==> src/design/bfd_pkg.sv <==
package bfd_pkg;

   // Width of the step shift register and its value after reset.
   localparam int unsigned STEP_SHIFT_BITS = 3;
   localparam logic [STEP_SHIFT_BITS-1:0] STEP_SHIFT_RESET = 3'd5;

   typedef enum logic [2:0] {
      ST_IDLE = 3'b001,
      ST_LOAD = 3'b010,
      ST_WALK = 3'b100
   } bfd_state_type;

   // Control from the sequencer to every coordinate lane.
   typedef struct packed {
      logic                       coef_en;  // latch segment coefficients
      logic                       load;     // load initial differences
      logic                       step;     // advance one forward difference step
      logic                       adv;      // output pipeline moves
      logic [STEP_SHIFT_BITS-1:0] k;        // clamped step shift
   } bfd_ctrl_type;

endpackage

==> src/design/bfd_cell.sv <==
module bfd_cell #(
   parameter int DW = 40
) (
   input  logic                 clock,
   input  logic                 load,
   input  logic                 step,
   input  logic signed [DW-1:0] init_value,
   input  logic signed [DW-1:0] next_value,
   output logic signed [DW-1:0] value
);

   logic signed [DW-1:0] value_ff;
   logic signed [DW-1:0] value_in;

   // Load the initial difference, or add the neighbor's difference.
   always_comb begin
      value_in = value_ff;
      if (load) begin
         value_in = init_value;
      end else if (step) begin
         value_in = value_ff + next_value;
      end
   end

   always_ff @(posedge clock) begin
      value_ff <= value_in;
   end

   assign value = value_ff;

endmodule

==> src/design/bfd_round.sv <==
module bfd_round #(
   parameter int CW = 16,
   parameter int DW = 40
) (
   input  logic                  clock,
   input  bfd_pkg::bfd_ctrl_type ctrl,
   input  logic signed [DW-1:0]  f0,
   output logic signed [CW-1:0]  curve
);

   import bfd_pkg::*;

   // u = floor((F0 + S/2 + S*2^(CW-1)) / 2^(3k+1)), always non-negative;
   // the curve point is floor(u/3) - 2^(CW-1).
   localparam int UW = CW + 2;
   localparam int MW = CW + 2;
   localparam int PW = UW + MW;
   localparam int SH = CW + 3;
   localparam logic [DW-1:0] BIAS = DW'((64'd3 << CW) + 64'd3);
   localparam logic [MW-1:0] RECIP = MW'(((64'd1 << SH) + 64'd2) / 64'd3);

   logic [4:0]    sh3;
   logic [DW-1:0] v;
   logic [UW-1:0] u_in;
   logic [UW-1:0] u_ff;
   logic [PW-1:0] prod;
   logic [CW-1:0] q;
   logic [CW-1:0] curve_in;
   logic [CW-1:0] curve_ff;

   assign sh3  = {2'b00, ctrl.k} + {1'b0, ctrl.k, 1'b0};
   assign v    = DW'(f0) + (BIAS << sh3);
   assign u_in = UW'(v >> (sh3 + 5'd1));

   // Divide by three with a reciprocal; exact for every u below 2^UW.
   assign prod     = {{MW{1'b0}}, u_ff} * {{UW{1'b0}}, RECIP};
   assign q        = prod[SH+CW-1:SH];
   assign curve_in = {~q[CW-1], q[CW-2:0]};

   always_ff @(posedge clock) begin
      if (ctrl.adv) begin
         u_ff     <= u_in;
         curve_ff <= curve_in;
      end
   end

   assign curve = signed'(curve_ff);

endmodule

==> src/design/bfd_lane.sv <==
module bfd_lane #(
   parameter int CW      = 16,
   parameter int MAX_SHIFT = 5
) (
   input  logic                  clock,
   input  bfd_pkg::bfd_ctrl_type ctrl,
   input  logic signed [CW-1:0]  p0,
   input  logic signed [CW-1:0]  p1,
   input  logic signed [CW-1:0]  p2,
   input  logic signed [CW-1:0]  p3,
   output logic signed [CW-1:0]  curve
);

   import bfd_pkg::*;

   localparam int AW = CW + 4;
   localparam int DW = CW + 3 * MAX_SHIFT + 12;

   logic signed [AW-1:0] e0, e1, e2, e3;
   logic signed [AW-1:0] d12, s02, d20;
   logic signed [AW-1:0] ca_in, cb_in, cc_in, cd_in;
   logic signed [AW-1:0] ca_ff, cb_ff, cc_ff, cd_ff;
   logic signed [DW-1:0] xa, xb, xc, xd, xa6;
   logic [4:0]           sh1, sh2, sh3;
   logic signed [DW-1:0] f_init [4];
   logic signed [DW-1:0] f_val  [4];

   // Coefficients times six of the uniform cubic B-spline basis.
   assign e0  = AW'(p0);
   assign e1  = AW'(p1);
   assign e2  = AW'(p2);
   assign e3  = AW'(p3);
   assign d12 = e1 - e2;
   assign s02 = e0 + e2;
   assign d20 = e2 - e0;

   assign ca_in = e3 - e0 + (d12 <<< 1) + d12;
   assign cb_in = (s02 <<< 1) + s02 - (e1 <<< 2) - (e1 <<< 1);
   assign cc_in = (d20 <<< 1) + d20;
   assign cd_in = e0 + (e1 <<< 2) + e2;

   always_ff @(posedge clock) begin
      if (ctrl.coef_en) begin
         ca_ff <= ca_in;
         cb_ff <= cb_in;
         cc_ff <= cc_in;
         cd_ff <= cd_in;
      end
   end

   // Initial differences, all scaled by 6*2^(3k).
   assign xa  = DW'(ca_ff);
   assign xb  = DW'(cb_ff);
   assign xc  = DW'(cc_ff);
   assign xd  = DW'(cd_ff);
   assign xa6 = (xa <<< 2) + (xa <<< 1);
   assign sh1 = {2'b00, ctrl.k};
   assign sh2 = {1'b0, ctrl.k, 1'b0};
   assign sh3 = sh1 + sh2;

   assign f_init[0] = xd <<< sh3;
   assign f_init[1] = xa + (xb <<< sh1) + (xc <<< sh2);
   assign f_init[2] = xa6 + (xb <<< (sh1 + 5'd1));
   assign f_init[3] = xa6;

   for (genvar i = 0; i < 4; i++) begin : g_cell
      logic signed [DW-1:0] next_value;
      if (i == 3) begin : g_end
         assign next_value = '0;
      end else begin : g_mid
         assign next_value = f_val[i+1];
      end
      bfd_cell #(
         .DW (DW)
      ) u_cell (
         .clock      (clock),
         .load       (ctrl.load),
         .step       (ctrl.step),
         .init_value (f_init[i]),
         .next_value (next_value),
         .value      (f_val[i])
      );
   end

   bfd_round #(
      .CW (CW),
      .DW (DW)
   ) u_round (
      .clock (clock),
      .ctrl  (ctrl),
      .f0    (f_val[0]),
      .curve (curve)
   );

endmodule

==> config.mk <==
export PLATFORM = sky130hd
export DESIGN_NAME = bfd_lane
export DESIGN_NICKNAME = d
export VERILOG_FILES = /design/src/design/bfd_pkg.sv /design/src/design/bfd_cell.sv /design/src/design/bfd_round.sv /design/src/design/bfd_lane.sv
export SDC_FILE = /design/constraint.sdc
export NUM_CORES = 2
export LEC_CHECK = 0
export BUFFER_PORTS_ARGS = -buffer_cell sky130_fd_sc_hd__buf_2
export CORE_UTILIZATION = 35
export CTS_CLUSTER_SIZE = 10
export DETAILED_ROUTE_END_ITERATION = 10
export GPL_TIMING_DRIVEN = 1
export PLACE_DENSITY = 0.61
export SYNTH_ARGS = -nofsm -noshare
export SYNTH_HDL_FRONTEND = slang
export SYNTH_SLANG_ARGS = --single-unit
==> constraint.sdc <==
create_clock -name clock -period 6.76 [get_ports clock]
set_input_delay 0.676 -clock clock [delete_from_list [all_inputs] [get_ports clock]]
set_output_delay 0.676 -clock clock [all_outputs]
set_load 0.02 [all_outputs]
==> metrics.txt <==
# TYPE chip_impl_metric gauge
chip_impl_metric{name="worst_r2r_path_depth",unit=""} 23
chip_impl_metric{name="pre_cts_ws",unit="ns"} 0.221
chip_impl_metric{name="drc",unit=""} 0
chip_impl_metric{name="clock_sinks",unit=""} 262
chip_impl_metric{name="synth-edff-count",unit=""} 262
chip_impl_metric{name="yosysSeqAreaShare",unit="%"} 18.9
chip_impl_info{name="worst_r2r_endpoint",value="u_round.curve[15]"} 1
chip_impl_info{name="rsz_0062_raised_after_global_routing",value="no"} 1
chip_impl_metric{name="num_io_pins",unit=""} 88
chip_impl_metric{name="detailed_route_via_count",unit=""} 36368
chip_impl_info{name="tritoncts_clock_tree",value="yes"} 1
chip_impl_metric{name="antenna_found_initial",unit=""} 6
chip_impl_info{name="layout.cells.most_common_list",value="548 x inv_1, 538 x ha_1, 384 x a21oi_1"} 1
chip_impl_metric{name="layout.nets",unit=""} 5792
chip_impl_metric{name="source_to_sink_clock_delay_at_the_later_pin_of_the_worst_skew_pair",unit="ns"} 0.60
chip_impl_metric{name="cts_setup_buffers",unit=""} 0
chip_impl_metric{name="synth_nets",unit=""} 5762
chip_impl_metric{name="worst-slew-pin-transition",unit="ns"} 1.04
chip_impl_info{name="worstSetupStartpoint",value="u_round.u_ff[1]"} 1
chip_impl_metric{name="rows",unit=""} 126
chip_impl_metric{name="ys.warnings.count",unit=""} 0
chip_impl_metric{name="hpwlAfterDp",unit="um"} 106000
chip_impl_metric{name="final_util",unit="%"} 38.3
chip_impl_info{name="root_buffer",value="clkbuf_16"} 1
chip_impl_metric{name="average_cell_area_after_synthesis",unit="um^2"} 8.49
chip_impl_metric{name="muxShareOfSynthArea",unit="%"} 4.12
chip_impl_metric{name="synth_cell_types",unit=""} 98
chip_impl_metric{name="initial_utilization",unit="%"} 35.3
chip_impl_metric{name="clk_pin_slew_worst_paths",unit="ns"} 0.06
chip_impl_metric{name="syn-instance-count",unit=""} 4917
chip_impl_metric{name="hold_path_depth",unit=""} 0
chip_impl_metric{name="cell_area_after_synthesis",unit="um^2"} 41700
chip_impl_metric{name="area.growth.synth_to_final",unit="%"} 8.48
chip_impl_info{name="endpoint_kind",value="flip-flop"} 1
chip_impl_metric{name="routabilityCongestion",unit=""} 0.960
chip_impl_metric{name="fin_ws",unit="ns"} 0.428
chip_impl_metric{name="post_cts.resized_instances",unit=""} 0
chip_impl_metric{name="maxClockFrequency",unit="MHz"} 158
chip_impl_metric{name="skew",unit="ns"} 0.0391
chip_impl_info{name="regToRegStartpoint",value="u_round.u_ff[1]"} 1
chip_impl_metric{name="design.core.area",unit="um^2"} 118000
chip_impl_info{name="min_path_type",value="flip-flop to flip-flop"} 1
chip_impl_info{name="post_synth_main_area_contributors",value="edfxtp_1 19%, ha_1 16%, fa_1 11%"} 1
chip_impl_metric{name="drv_cap",unit=""} 0
chip_impl_info{name="timing_worst_setup_path_type",value="flip-flop to flip-flop"} 1
chip_impl_metric{name="buffer_ports.inserted",unit=""} 87
chip_impl_metric{name="postSynth.asyncResetShare",unit="%"} 0
chip_impl_metric{name="width_of_the_chip",unit="um"} 347
chip_impl_info{name="synth_top_family_by_area",value="adder cells"} 1
chip_impl_metric{name="wire_per_inst",unit="um"} 19.7
chip_impl_metric{name="antenna_left",unit=""} 0
chip_impl_metric{name="final_total_negative_setup_slack",unit="ns"} 0
chip_impl_metric{name="num-fill-cells",unit=""} 11958
chip_impl_metric{name="dr.pass1.iters",unit=""} 6
chip_impl_metric{name="post_synthesis_compound_gate_area_fraction",unit="%"} 22.1
chip_impl_metric{name="grt_start_max_net_pins",unit=""} 100
chip_impl_metric{name="detailedRoute.firstIterationViolations",unit=""} 2860
chip_impl_info{name="run_status",value="completed"} 1
chip_impl_metric{name="synth-simple-area-share",unit="%"} 14.2
chip_impl_metric{name="slew_viol_final",unit=""} 0
chip_impl_metric{name="timing.final.crit_share",unit="%"} 93.7
chip_impl_metric{name="dieArea",unit="um^2"} 121000
chip_impl_info{name="synthDominantAreaCellType",value="edfxtp_1"} 1
chip_impl_metric{name="cts-hold-fix-buffers",unit=""} 0
chip_impl_info{name="mostFrequentLayoutCell",value="inv_1"} 1
chip_impl_metric{name="crit_path_max_fanout",unit=""} 7
chip_impl_metric{name="synth_fa_ha_area_share",unit="%"} 27.4
chip_impl_metric{name="rrSetupSlack",unit="ns"} 0.43
chip_impl_metric{name="floorplan.die.height",unit="um"} 347
chip_impl_metric{name="ys_ff_latch",unit=""} 262
chip_impl_metric{name="vias_per_cell",unit=""} 5.58
chip_impl_metric{name="global_route_wire_length_before_repair",unit="um"} 199000
chip_impl_metric{name="fin_crit",unit="ns"} 6.33
chip_impl_metric{name="cts.path.max_buffers",unit=""} 3
chip_impl_metric{name="timing.critical_path.arrival",unit="ns"} 6.65
chip_impl_metric{name="slew_headroom",unit="%"} 30.8
chip_impl_metric{name="cts_buffers",unit=""} 38
chip_impl_metric{name="drive_above_1_share",unit="%"} 6.78
chip_impl_metric{name="finalSetupViolations",unit=""} 0
chip_impl_metric{name="cts_htree_levels",unit=""} 2
chip_impl_metric{name="globalRoute.totalOverflow",unit=""} 0
chip_impl_info{name="worstSetupStartpointType",value="flip-flop"} 1
chip_impl_metric{name="synth-xor-area-share",unit="%"} 6.80
chip_impl_metric{name="detail_route.wirelength",unit="um"} 128000
chip_impl_metric{name="synth_top_area_share",unit="%"} 18.9
chip_impl_metric{name="final_hold_viol_count",unit=""} 0
chip_impl_metric{name="cp_data_required_time",unit="ns"} 7.08
chip_impl_metric{name="gr-usage-all-layers",unit="%"} 20.8
chip_impl_info{name="endpoint",value="u_round.curve[15]"} 1
chip_impl_info{name="synthFlopType",value="edfxtp_1"} 1
chip_impl_metric{name="grt_pass1_vias",unit=""} 34738
## kinds of logic after synthesis
family,count (synthesis)
flops,262
fa+ha+maj,773
xor+xnor,323
mux,139
compound gates,1437
buf+inv,725
simple gates,1258
## state kept, by name, indices dropped and copies added, names as in the netlist
name                 count
u_round.curve           16
ca_ff                   20
cd_ff                   19
cb_ff                   20
cc_ff                   18
g_cell.u_cell.value    151
u_round.u_ff            18
## synth_stat cells (all sizes together) (15+ instances only)
| cell type | instances |
|---|---|
| o22ai | 34 |
| nand4 | 35 |
| fa | 234 |
| edfxtp | 262 |
| nand2 | 365 |
| o21a | 62 |
| a211oi | 63 |
| or2 | 21 |
| xnor2 | 204 |
| nor3 | 97 |
| buf | 38 |
| mux2 | 21 |
| and2 | 35 |
| a31oi | 40 |
| clkbuf | 135 |
| inv | 549 |
| nand3 | 113 |
| mux2i | 94 |
| nor2 | 353 |
| a21boi | 29 |
| ha | 539 |
| nand2b | 65 |
| a31o | 15 |
| xor2 | 119 |
| o31ai | 35 |
| nor2b | 52 |
| o21bai | 44 |
| o21ai | 356 |
| a21oi | 387 |
| a21o | 165 |
| and3 | 35 |
| mux4 | 24 |
| o211ai | 42 |
| or3 | 34 |
## worst min path at each step
| stage | from | end | slack, ns |
|---|---|---|---|
| floorplan | ca_ff[0] | g_cell[3].u_cell.value[1] | 0.49 |
| detailed placement | ca_ff[0] | g_cell[3].u_cell.value[1] | 0.54 |
| global route | ca_ff[0] | g_cell[3].u_cell.value[1] | 0.59 |
| global placement | ca_ff[0] | g_cell[3].u_cell.value[1] | 0.53 |
| CTS | ca_ff[0] | g_cell[3].u_cell.value[1] | 0.56 |
| finish | ca_ff[0] | g_cell[3].u_cell.value[1] | 0.54 |
## per-layer routing
layer | up-vias | track usage [%] | share of wire, %
met5 | - | 0 | 0.010
li1 | 17631 | - | -
met4 | 2 | 7.82 | 3.8
met1 | 17378 | 28.2 | 45
met2 | 1145 | 33.9 | 46
met3 | 212 | 2.25 | 5.5
## area by class of cell
| type | count | area [um^2] | area share (%) |
|---|---|---|---|
| timing repair buffer | 163 | 1050 | 2.32 |
| clock inverter | 23 | 190 | 0.420 |
| inverter | 552 | 2070 | 4.58 |
| clock buffer | 44 | 973 | 2.15 |
| tap | 1536 | 1920 | 4.24 |
| multi-input combinational | 3930 | 31200 | 68.9 |
| antenna | 5 | 12.5 | 0.0276 |
| sequential | 262 | 7870 | 17.4 |
## critical path, stage by stage (launching register included)
cell and delay (ns):
edfxtp_1 0.53, ha_1 0.45, xor2_1 0.38, ha_1 0.22, a21oi_1 0.06, fa_1 0.54, inv_1 0.06, fa_1 0.45
fa_1 0.48, inv_1 0.05, fa_1 0.47, inv_1 0.04, ha_1 0.33, a21o_1 0.17, a21o_1 0.18, nand2_1 0.09
o211ai_1 0.10, a211o_1 0.32, and2_1 0.17, a41o_1 0.29, o211ai_1 0.23, nand3b_1 0.15, a21oi_1 0.20, xnor2_1 0.10
## stage by stage
step	hold slack, ns	cells	cell area [um^2]
final	0.542	6515	45300
after global routing	0.594	6514	45300
after CTS	0.558	6510	45300
after detailed placement	0.544	6443	44100
after global placement	0.530	6443	44100
after floorplan	0.486	4917	41700
Power is not shown: default switching activity piles up to over one toggle a cycle in this logic, so the estimate is an artifact.
